**config.mk**
```make
export PLATFORM = sky130hd
export DESIGN_NAME = tlptm_exec
export DESIGN_NICKNAME = d
export VERILOG_FILES = /design/src/rtl/tlptm_pkg.sv /design/src/rtl/tlptm_exec.sv
export SDC_FILE = /design/constraint.sdc
export NUM_CORES = 1
export LEC_CHECK = 0
export CAP_MARGIN = 10
export CELL_PAD_IN_SITES_DETAIL_PLACEMENT = 0
export CELL_PAD_IN_SITES_GLOBAL_PLACEMENT = 1
export CORE_AREA = 2 2 48 50
export DETAILED_ROUTE_END_ITERATION = 7
export DIE_AREA = 0 0 50 52
export DONT_BUFFER_PORTS = 1
export PLACE_DENSITY = 0.75
export SYNTH_ARGS = -nofsm -noshare
export SYNTH_HDL_FRONTEND = slang
export SYNTH_SLANG_ARGS = --single-unit
```
**constraint.sdc**
```tcl
create_clock -name vclk -period 1.5
set_input_delay 0.075 -clock vclk [all_inputs]
set_output_delay 0.075 -clock vclk [all_outputs]
set_load 0.01 [all_outputs]
```
**src/rtl/tlptm_pkg.sv**
```systemverilog
// Shared types and constants of the two-level page table manager.
// Used by the top level, the operation decoder and the checker.
`default_nettype none

package tlptm_pkg;

    // Field widths
    localparam int OP_W     = 3;
    localparam int IDX_W    = 10;
    localparam int FRAME_W  = 20;
    localparam int FLAG_W   = 12;
    localparam int ENTRY_W  = FRAME_W + FLAG_W;
    localparam int STATUS_W = 3;

    // Default geometry
    localparam int DIR_ENTRIES_DEF   = 1024;
    localparam int TABLE_ENTRIES_DEF = 1024;

    // Entry bit layout: frame in the upper bits, flags below
    localparam int PROTECT_BIT = 9;
    localparam int PRESENT_BIT = 0;
    localparam logic [ENTRY_W-1:0] PROTECT_MASK = ENTRY_W'(1) << PROTECT_BIT;

    typedef enum logic [OP_W-1:0] {
        OP_MAP       = 3'd0,
        OP_UNMAP     = 3'd1,
        OP_TRANSLATE = 3'd2,
        OP_PROTECT   = 3'd3,
        OP_UNPROTECT = 3'd4
    } t_op;

    typedef enum logic [STATUS_W-1:0] {
        ST_OK        = 3'd0,
        ST_NO_TABLE  = 3'd1,
        ST_NO_PAGE   = 3'd2,
        ST_MAPPED    = 3'd3,
        ST_PROTECTED = 3'd4
    } t_status;

    // Outcome of one operation: write-back controls plus the result
    typedef struct packed {
        logic                page_we;
        logic [ENTRY_W-1:0]  page_data;
        logic                table_we;
        t_status             status;
        logic [FRAME_W-1:0]  frame;
    } t_exec_res;

endpackage

`default_nettype wire

```
**src/rtl/tlptm_exec.sv**
```systemverilog
// Operation decoder: from the fetched entry and directory bit, decide the
// write-back and the result. Depends on tlptm_pkg.
`default_nettype none

module tlptm_exec (
    input  wire logic [tlptm_pkg::OP_W-1:0]    i_op,
    input  wire logic                          i_dir_oor,
    input  wire logic                          i_page_oor,
    input  wire logic                          i_tbl,
    input  wire logic [tlptm_pkg::ENTRY_W-1:0] i_entry,
    input  wire logic [tlptm_pkg::FRAME_W-1:0] i_frame,
    input  wire logic [tlptm_pkg::FLAG_W-1:0]  i_flags,
    output tlptm_pkg::t_exec_res               o_res
);

    tlptm_pkg::t_op                  op_code;
    logic                            present;
    logic                            valid_op;
    logic [tlptm_pkg::FRAME_W-1:0]   entry_frame;

    assign op_code     = tlptm_pkg::t_op'(i_op);
    assign present     = i_entry[tlptm_pkg::PRESENT_BIT];
    assign entry_frame = i_entry[tlptm_pkg::ENTRY_W-1:tlptm_pkg::FLAG_W];

    // Operation codes that name a known operation
    always_comb begin
        unique case (op_code) inside
            tlptm_pkg::OP_MAP, tlptm_pkg::OP_UNMAP, tlptm_pkg::OP_TRANSLATE,
            tlptm_pkg::OP_PROTECT, tlptm_pkg::OP_UNPROTECT: valid_op = 1'b1;
            default: valid_op = 1'b0;
        endcase
    end

    // Decide status, returned frame and write-back
    always_comb begin
        o_res.page_we   = 1'b0;
        o_res.page_data = i_entry;
        o_res.table_we  = 1'b0;
        o_res.status    = tlptm_pkg::ST_OK;
        o_res.frame     = '0;

        if (!valid_op) begin
            // unknown code: no effect, plain ok
        end else if (i_dir_oor) begin
            o_res.status = tlptm_pkg::ST_NO_TABLE;
        end else if (i_page_oor) begin
            o_res.status = tlptm_pkg::ST_NO_PAGE;
        end else if (op_code == tlptm_pkg::OP_MAP) begin
            // create the table; an entry of a fresh table reads as zero
            o_res.table_we = !i_tbl;
            if (present) begin
                o_res.status = tlptm_pkg::ST_MAPPED;
            end else begin
                o_res.page_we   = 1'b1;
                o_res.page_data = {i_frame, i_flags};
            end
        end else if (!i_tbl) begin
            o_res.status = tlptm_pkg::ST_NO_TABLE;
        end else if (!present) begin
            o_res.status = tlptm_pkg::ST_NO_PAGE;
        end else begin
            unique case (op_code)
                tlptm_pkg::OP_UNMAP: begin
                    if ((i_entry & tlptm_pkg::PROTECT_MASK) != '0) begin
                        o_res.status = tlptm_pkg::ST_PROTECTED;
                    end else begin
                        o_res.frame     = entry_frame;
                        o_res.page_we   = 1'b1;
                        o_res.page_data = '0;
                    end
                end
                tlptm_pkg::OP_TRANSLATE: begin
                    o_res.frame = entry_frame;
                end
                tlptm_pkg::OP_PROTECT: begin
                    o_res.page_we   = 1'b1;
                    o_res.page_data = i_entry | tlptm_pkg::PROTECT_MASK;
                end
                default: begin
                    o_res.page_we   = 1'b1;
                    o_res.page_data = i_entry & ~tlptm_pkg::PROTECT_MASK;
                end
            endcase
        end
    end

endmodule

`default_nettype wire

```
; Word-level counts from Yosys, hierarchy flattened
; Cells that the tools add are included.
[word_totals]
register_bits = 0
input_bits = 70
output_inout_bits = 57
[classes]
n_eq_ne = 4
n_mux = 26
reduce_logical = 3
[op_table]
columns = cell, n
row1 = two-way mux 33 bit, 5
row2 = two-way mux 20 bit, 6
row3 = one-hot mux 33 bit (3 select lines), 1
row4 = two-way mux 34 bit, 2
row5 = two-way mux 57 bit, 1
row6 = one-hot mux 20 bit (2 select lines), 1
row7 = two-way mux 3 bit, 7
row8 = == test 3 x 2 -> 1 bit (second input constant), 2
row9 = OR reduction 5 bit, 1
row10 = == test 3 x 1 -> 1 bit (second input constant), 1
row11 = == test 3 bit (second input constant), 1
row12 = zero test 3 bit, 1
row13 = two-way mux 1 bit, 2
row14 = two-way mux 2 bit, 1
row15 = zero test 1 bit, 1

; Longest topological paths before layout
; Gate-level depths: netlist (run 1).
[logic_depth]
word_depth = 8
ltp_mapped = 6

; Least setup slack after synthesis (run 1)
; No wires, ideal clock.
[synth_timing]
path_kind = in2out
from = input i_op[1] in the netlist's numbering
to = output o_res[0] in the netlist's numbering
arrival_ns = 1.366
slack_ns = 0.059
stages = 6
path_buffers = 2
cell_sequence = buf_6 o21a_1 or3_4 nor4_4 buf_6 and2_1
[synth_lines]
columns = item, line_no
row1 = start: declaration, tlptm_exec.sv:6  ; input wire logic [tlptm_pkg::OP_W-1:0] i_op,
row2 = end: declaration, tlptm_exec.sv:13  ; output tlptm_pkg::t_exec_res o_res

==> results.sh, run 1 <==
export IMPL_final_max_slew_viol_count=0
export IMPL_min_path_type="primary input to output port"
export IMPL_die_area_sq_um=2600
export IMPL_register_area_sq_um=0
export IMPL_postCtsHoldBufs=0
export IMPL_antenna_found_initial=0
export IMPL_timing_hold_violations_final=0
export IMPL_path_class="primary input to output port"
export IMPL_finalSetupTns_ns=0
export IMPL_seq_area_frac_synth=0
export IMPL_worstSetupStartpointType="primary input"
export IMPL_hold_path_end="o_res[23]"
export IMPL_core_sq_um=2110
export IMPL_grt_pass1_vias=777
export IMPL_drv_cap=0
export IMPL_worst_pin_slew_ns=0.500
export IMPL_syn_to_final_growth_pct=3.65
export IMPL_finalCriticalPeriod_ns=1.41
export IMPL_end_kind="output port"
export IMPL_grt_max_degree=31
export IMPL_nFlopsAndLatches=0
export IMPL_min_path_cells=1
export IMPL_die_y_um=52
export IMPL_ir_drop_mv=0.103
export IMPL_holdWs_ns=0.203
export IMPL_fp_row_count=17
export IMPL_wirelength_um=3070
export IMPL_n_clock_buffer=0
export IMPL_outcome="complete, no violations"
export IMPL_grt_usage=0.200
export IMPL_avgSynthCellArea_sq_um=7.19
export IMPL_dr_pass1_iters=4
export IMPL_num_vias=881
export IMPL_fmax_mhz=711
export IMPL_grt_first_pass_wirelength_um=3880
export IMPL_yosys_warnings=0
export IMPL_rsz0062_at_grt="false"
export IMPL_met3_usage=0.172
export IMPL_busiest_layer="met2"
export IMPL_fin_crit_sh=0.938
export IMPL_diodes=0
export IMPL_leakage_uw=0.000271
export IMPL_place_hpwl_um=2570
export IMPL_layout_drive_gt1_share=0.0947
export IMPL_port_buffers=0
export IMPL_crit_required_ns=1.42
export IMPL_hp_start="i_dir_oor"
export IMPL_synth_cell_area_sq_um=719
export IMPL_gp_routability_congestion=0.746
export IMPL_ant_nets=0
export IMPL_worstPathMaxFanout=14
export IMPL_viasPerCell=7.16
export IMPL_drc=0
export IMPL_wl_per_cell_um=24.9
export IMPL_grt_overflow_total=0
export IMPL_power_density_nw_per_um2=215
export IMPL_syn_nets=170
export IMPL_grt_met1_usage=0.256
export IMPL_dp_slack_ns=0.0893
export IMPL_ctsResizeCount=0
export IMPL_final_nets=167
export IMPL_postCtsSetupBuffers=0
export IMPL_synth_cells=100
export IMPL_finalPower_uw=160
export IMPL_synth_cell_types=29
export IMPL_drt_initial_drc_count=20
export IMPL_setup_slack_ns=0.0930
export IMPL_io_pins=127
export IMPL_die_width_um=50
export IMPL_cp_arrival_ns=1.33
export IMPL_use_met2=0.261
export IMPL_setup_viol=0
export IMPL_initial_core_util=0.342
export IMPL_slew_headroom=0.664
[cells in the final DEF, fill, tap and decap left out, types with 2 or more instances in the layout]
cell     instances
inv_1            3
o21ai_0          4
nand4_1          2
a21oi_1          5
nor4_4           2
o22a_1           2
and2_1          20
a22o_1          30
nor2_1           4
nand2_1          2
buf_4            5
[power breakdown]
part	leakage, uW	internal, uW	total [uW]	switching, uW
clock network	0	0	0	0
logic	0.000271	67.9	160	92.5
registers	0	0	0	0
[area by class of cell]
class                           count  area, sq um
Timing Repair Buffer                6         57.6
Inverter                            3         11.3
Fill cell                         222         1360
Tap cell                           28         35.0
Multi-Input combinational cell     86          642
[per-stage QoR]
| stage | util | cells | area (sq um) |
|---|---|---|---|
| 6_report | 0.354 | 123 | 746 |
| 5_1_grt | 0.354 | 123 | 746 |
| 4_1_cts | 0.354 | 123 | 746 |
| 3_5_place_dp | 0.354 | 123 | 746 |
| 3_3_place_gp | 0.354 | 123 | 746 |
| 2_1_floorplan | - | 100 | 719 |
[Yosys cell counts, types with 2 or more instances]
master,number,area share
nand4_1,2,0.017
clkbuf_1,4,0.021
nand2_1,2,0.010
a21oi_1,5,0.035
nor2_1,4,0.021
buf_6,4,0.063
a22o_1,30,0.37
inv_1,3,0.016
buf_2,3,0.021
o22a_1,2,0.024
o21ai_0,4,0.028
and2_1,20,0.17
[critical path, cell delays in order]
cell	delay, ns
o21a_1	0.20
or3_4	0.37
nor4_4	0.27
buf_4	0.21
and2_1	0.20
[how the worst max path moves through the flow]
stage                 start   endpoint  slack [ns]  depth (start not counted)
floorplan           i_op[1]   o_res[0]        0.06                          6
global placement    i_op[1]  o_res[15]        0.12                          5
detailed placement  i_op[1]   o_res[2]        0.09                          5
CTS                 i_op[1]   o_res[2]        0.09                          5
global route        i_op[1]  o_res[19]       0.006                          5
finish              i_op[1]   o_res[2]        0.09                          5
[cell families after synthesis]
| group | count (synthesis) | synth area share |
|---|---|---|
| and+or+nand+nor | 40 | 0.370 |
| AOI/OAI and AO/OA | 46 | 0.510 |
| buffers and inverters | 14 | 0.120 |
[metal layers]
metal / share of wire / wire length, um
met5: 0 / 0
met4: 0 / 0
met3: 0.20 / 607
met2: 0.41 / 1260
met1: 0.39 / 1200
Power figures use the tool's default switching activity.
==> run 2, diff against run 1 <==
--- a/config.mk
+++ b/config.mk
@@ -8,11 +8,11 @@
 export CAP_MARGIN = 10
 export CELL_PAD_IN_SITES_DETAIL_PLACEMENT = 0
 export CELL_PAD_IN_SITES_GLOBAL_PLACEMENT = 1
-export CORE_AREA = 2 2 48 50
+export CORE_MARGIN = 2
+export CORE_UTILIZATION = 35
 export DETAILED_ROUTE_END_ITERATION = 7
-export DIE_AREA = 0 0 50 52
 export DONT_BUFFER_PORTS = 1
-export PLACE_DENSITY = 0.75
+export PLACE_DENSITY = 0.79
 export SYNTH_ARGS = -nofsm -noshare
 export SYNTH_HDL_FRONTEND = slang
 export SYNTH_SLANG_ARGS = --single-unit
==> constraint.sdc (replaced) <==
create_clock -name vclk -period 1.25
set_input_delay 0.0625 -clock vclk [all_inputs]
set_output_delay 0.0625 -clock vclk [all_outputs]
set_load 0.01 [all_outputs]
==> run 2 against run 1 <==
Net effect:
- the run now ends with negative setup slack left
- power up 25%
- global-route usage down 0.24 points
- final area up 12%
- hold slack worse by 0.018 ns
- combinational power up 26%
- die area down 6.4%
==> results.sh, run 2 (synthesized netlist as in run 1, its figures left out) <==
export IMPL_outcome="finished with violations"
export IMPL_failed_checks="negative setup slack"
export IMPL_setup_viol=20
export IMPL_min_path_cells=1
export IMPL_grt_usage=0.197
export IMPL_antenna_found_initial=0
export IMPL_ir_drop_mv=0.119
export IMPL_hp_start="i_dir_oor"
export IMPL_ant_nets=0
export IMPL_worst_path_buf_inv=1
export IMPL_grt_pass1_vias=729
export IMPL_worstPathMaxFanout=14
export IMPL_path_class="primary input to output port"
export IMPL_die_y_um=49.3
export IMPL_slowest_stage="or3_4"
export IMPL_power_density_nw_per_um2=240
export IMPL_wirelength_um=2750
export IMPL_fp_row_count=16
export IMPL_hold_path_end="o_res[21]"
export IMPL_fin_crit_sh=1.06
export IMPL_port_buffers=0
export IMPL_dp_slack_ns=-0.103
export IMPL_core_sq_um=1940
export IMPL_register_area_sq_um=0
export IMPL_leakage_uw=0.000320
export IMPL_die_area_sq_um=2430
export IMPL_io_pins=127
export IMPL_drc=0
export IMPL_cp_top_family="simple AND/OR/NAND/NOR gates"
export IMPL_post_route_util=0.430
export IMPL_setup_slack_ns=-0.0734
export IMPL_worstSetupStartpointType="primary input"
export IMPL_timing_hold_violations_final=0
export IMPL_dp_cells=127
export IMPL_grt_max_degree=31
export IMPL_layout_drive_gt1_share=0.267
export IMPL_slew_headroom=0.670
export IMPL_slowest_delay_ns=0.34
export IMPL_final_max_slew_viol_count=0
export IMPL_drt_initial_drc_count=24
export IMPL_grt_overflow_total=0
export IMPL_nFlopsAndLatches=0
export IMPL_num_vias=904
export IMPL_dr_pass1_iters=4
export IMPL_placed_area_sq_um=787
export IMPL_finalSetupTns_ns=-1.26
export IMPL_final_cell_mix="29 x a22o_1, 10 x and2_1, 10 x and2_4, 10 x buf_4, 5 x a21oi_1"
export IMPL_fmax_mhz=756
export IMPL_grt_first_pass_wirelength_um=3880
export IMPL_final_common_cell="a22o_1"
export IMPL_viasPerCell=7.06
export IMPL_syn_to_final_growth_pct=16.0
export IMPL_crit_required_ns=1.19
export IMPL_end_kind="output port"
export IMPL_min_path_type="primary input to output port"
export IMPL_crit_chain="o21a_4 > or3_4 > nor4_4 > buf_6 > and2_1"
export IMPL_drv_cap=0
export IMPL_worst_pin_slew_ns=0.492
export IMPL_postCtsHoldBufs=0
export IMPL_place_hpwl_um=2240
export IMPL_die_width_um=49.3
export IMPL_initial_core_util=0.370
export IMPL_layout_cells_non_filler=128
export IMPL_design_area_sq_um=835
export IMPL_final_nets=173
export IMPL_diodes=0
export IMPL_wl_per_cell_um=21.5
export IMPL_cp_arrival_ns=1.26
export IMPL_rsz0062_at_grt="true"
export IMPL_gp_routability_congestion=0.748
export IMPL_finalCriticalPeriod_ns=1.32
export IMPL_n_clock_buffer=0
## run 2: metal layers
layer	track usage	part of all wire	vias to the layer above	wire, um
met3	0.0613	0.13	0	356
li1	-	-	394	-
met1	0.275	0.39	431	1070
met4	0	0	0	0
met2	0.313	0.48	79	1330
met5	0	0	-	0
## run 2: how the worst max path moves through the flow
stage               cells past startpoint        end  startpoint  slack [ns]
global placement                        5   o_res[2]     i_op[1]       -0.08
CTS                                     5  o_res[15]     i_op[1]       -0.09
global route                            5  o_res[18]     i_op[1]       -0.17
detailed placement                      5  o_res[15]     i_op[1]       -0.10
finish                                  5   o_res[0]     i_op[1]       -0.07
floorplan                               6   o_res[0]     i_op[1]       -0.16
## run 2: cell type report
class,count,area [sq um]
repair buffers,12,106
fillers,202,1110
inverters,3,11.3
multi-input cells,86,683
well taps,27,33.8
## run 2: report_power, final
group          switching, uW  internal (uW)  total [uW]  leakage, uW
combinational            104           96.9         201     0.000320
clock                      0              0           0            0
sequential                 0              0           0            0
total                    104           96.9         201     0.000320
## run 2: timing repair
action / in CTS / in global routing
setup buffers: 1 / 0
gates resized for setup: 8 / 4
pin swaps: 5 / 0
setup endpoints to repair: 21 / 51
## run 2: per-stage QoR
step / hold WS, ns / total power [uW]
floorplan: 0.175 / 171
global placement: 0.183 / 190
detailed placement: 0.184 / 192
CTS: 0.184 / 198
global route: 0.188 / 214
finish: 0.185 / 201
==> run 3, diff against run 2 <==
--- a/config.mk
+++ b/config.mk
@@ -5,14 +5,15 @@
 export SDC_FILE = /design/constraint.sdc
 export NUM_CORES = 1
 export LEC_CHECK = 0
+export ABC_AREA = 1
 export CAP_MARGIN = 10
 export CELL_PAD_IN_SITES_DETAIL_PLACEMENT = 0
 export CELL_PAD_IN_SITES_GLOBAL_PLACEMENT = 1
 export CORE_MARGIN = 2
-export CORE_UTILIZATION = 35
+export CORE_UTILIZATION = 31
 export DETAILED_ROUTE_END_ITERATION = 7
 export DONT_BUFFER_PORTS = 1
-export PLACE_DENSITY = 0.79
+export PLACE_DENSITY = 0.78
 export SYNTH_ARGS = -nofsm -noshare
 export SYNTH_HDL_FRONTEND = slang
 export SYNTH_SLANG_ARGS = --single-unit
==> run 3 against run 2 <==
Net effect:
- the flow now finishes without violations
- cell count grew 91%
- power fell by 1.2%
- via count is 32% higher
- setup slack better by 0.28 ns
- global-route usage shrank 6.2 points
- die area is 25% higher
- non-clock buffer count grew 17
==> results.sh, run 3 <==
export IMPL_final_cell_mix="129 x nand2_1, 29 x buf_4, 24 x nor2_1"
export IMPL_yosys_top_cells_count="129 x nand2_1, 24 x nor2_1, 9 x buf_2"
export IMPL_die_y_um=55.1
export IMPL_worstSetupStartpointType="primary input"
export IMPL_fin_crit_sh=0.832
export IMPL_diodes=0
export IMPL_initial_core_util=0.327
export IMPL_fp_row_count=18
export IMPL_worstPathMaxFanout=10
export IMPL_ctsResizeCount=0
export IMPL_min_path_type="primary input to output port"
export IMPL_p_sw_uw=136
export IMPL_nFlopsAndLatches=0
export IMPL_synth_cell_area_sq_um=810
export IMPL_postCtsHoldBufs=0
export IMPL_grt_usage=0.135
export IMPL_timing_hold_violations_final=0
export IMPL_synth_top_area_frac=0.598
export IMPL_core_sq_um=2480
export IMPL_final_common_cell="nand2_1"
export IMPL_end_kind="output port"
export IMPL_io_pins=127
export IMPL_slowest_delay_ns=0.19
export IMPL_power_frac_seq=0
export IMPL_outcome="complete, no violations"
export IMPL_cp_top_family="buffers and inverters"
export IMPL_intPower_uw=62.3
export IMPL_final_max_slew_viol_count=0
export IMPL_synth_area_leader_cell="nand2_1"
export IMPL_layout_drive_gt1_share=0.173
export IMPL_dp_slack_ns=0.203
export IMPL_worst_pin_slew_ns=0.501
export IMPL_syn_nets=265
export IMPL_power_density_nw_per_um2=196
export IMPL_avgSynthCellArea_sq_um=4.15
export IMPL_setup_viol=0
export IMPL_wl_per_cell_um=11.2
export IMPL_grt_first_pass_wirelength_um=3140
export IMPL_postCtsSetupBuffers=0
export IMPL_syn_to_final_growth_pct=25.0
export IMPL_grt_overflow_total=0
export IMPL_rsz0062_at_grt="false"
export IMPL_drt_initial_drc_count=11
export IMPL_setup_slack_ns=0.210
export IMPL_crit_chain="o21ai_2 > nand3_2 > inv_2 > nand3_1 > buf_4 > nor2_1 > buf_4"
export IMPL_slowest_stage="buf_4"
export IMPL_antenna_found_initial=0
export IMPL_die_area_sq_um=3040
export IMPL_gp_routability_congestion=0.827
export IMPL_crit_path_end="o_res[6]"
export IMPL_cp_common_cell="buf_4"
export IMPL_port_buffers=0
export IMPL_n_clock_buffer=0
export IMPL_comb_power_share=1.000
export IMPL_fmax_mhz=962
export IMPL_leakage_uw=0.000591
export IMPL_viasPerCell=4.89
export IMPL_finalCriticalPeriod_ns=1.04
export IMPL_yosys_warnings=0
export IMPL_path_class="primary input to output port"
export IMPL_grt_max_degree=18
export IMPL_cp_arrival_ns=0.98
export IMPL_worst_path_buf_inv=3
export IMPL_grt_pass1_vias=759
export IMPL_critPathLaunch="i_op[1]"
export IMPL_synth_cells=195
export IMPL_cp_depth=7
export IMPL_synth_cell_types=19
export IMPL_register_area_sq_um=0
export IMPL_ant_nets=0
export IMPL_final_nets=286
export IMPL_ir_drop_mv=0.102
export IMPL_seq_area_frac_synth=0
export IMPL_die_width_um=55.1
export IMPL_power_share_clock=0
export IMPL_drv_cap=0
export IMPL_netlist_top_cells_area="nand2_1 60%, nor2_1 11%, buf_2 5.6%, nand3_1 3.7%, inv_1 3.7%"
export IMPL_yosysMostFrequentCell="nand2_1"
export IMPL_finalSetupTns_ns=0
export IMPL_drc=0
export IMPL_crit_required_ns=1.19
export IMPL_num_vias=1193
export IMPL_sw_frac_of_total=0.685
export IMPL_place_hpwl_um=2300
export IMPL_dr_pass1_iters=4
export IMPL_wirelength_um=2740
export IMPL_slew_headroom=0.663
==> run 3: cell count changes in the layout (fill, tap and decap cells not counted), sizes merged, moves of 5 or more <==
cell   change
a21oi      -5
a22o      -30
and2      -20
buf       +17
inv        +7
nand2    +127
nand3      +7
nor2      +23
==> run 3: how the worst min path moves through the flow <==
| stage | startpoint | end | slack, ns | cells past startpoint |
|---|---|---|---|---|
| 2_1_floorplan | i_dir_oor | o_res[23] | 0.18 | 1 |
| 6_report | i_dir_oor | o_res[23] | 0.18 | 1 |
| 5_1_grt | i_dir_oor | o_res[23] | 0.18 | 1 |
| 3_5_place_dp | i_dir_oor | o_res[23] | 0.18 | 1 |
| 3_3_place_gp | i_dir_oor | o_res[23] | 0.18 | 1 |
| 4_1_cts | i_dir_oor | o_res[23] | 0.18 | 1 |
==> run 3: cell type report <==
type	instances	area (sq um)
Multi-Input combinational cell	175	719
Inverter	10	37.5
Fill cell	296	1470
Timing Repair Buffer	29	218
Tap cell	30	37.5
==> run 3: logic make-up (layout without fill, tap and decap cells) <==
| logic type | count (synthesis) | after routing | share of synthesized area |
|---|---|---|---|
| AND/OR/NAND/NOR | 170 | 170 | 0.842 |
| multiplexers | 1 | 1 | 0.0124 |
| buffers and inverters | 20 | 39 | 0.111 |
| AO/OA/AOI/OAI | 4 | 4 | 0.0340 |
==> run 3: power groups by stage <==
stage | Combinational [uW] | Clock (uW) | Sequential [uW]
floorplan | 168 | 0 | 0
global placement | 199 | 0 | 0
detailed placement | 200 | 0 | 0
CTS | 200 | 0 | 0
global route | 231 | 0 | 0
finish | 198 | 0 | 0
==> run 3: stage by stage <==
step | total power [uW] | cells | util | instance area, sq um | hold WS [ns]
detailed placement | 200 | 244 | 0.409 | 1010 | 0.178
finish | 198 | 244 | 0.409 | 1010 | 0.177
global placement | 199 | 244 | 0.409 | 1010 | 0.178
CTS | 200 | 244 | 0.409 | 1010 | 0.177
floorplan | 168 | 195 | - | 810 | 0.175
global route | 231 | 244 | 0.409 | 1010 | 0.179
==> run 3: routing by layer <==
metal / wire length (um) / GRT usage
met5: 0 / 0
met4: 0 / 0
met3: 239 / 0
met2: 1360 / 0.272
met1: 1140 / 0.170
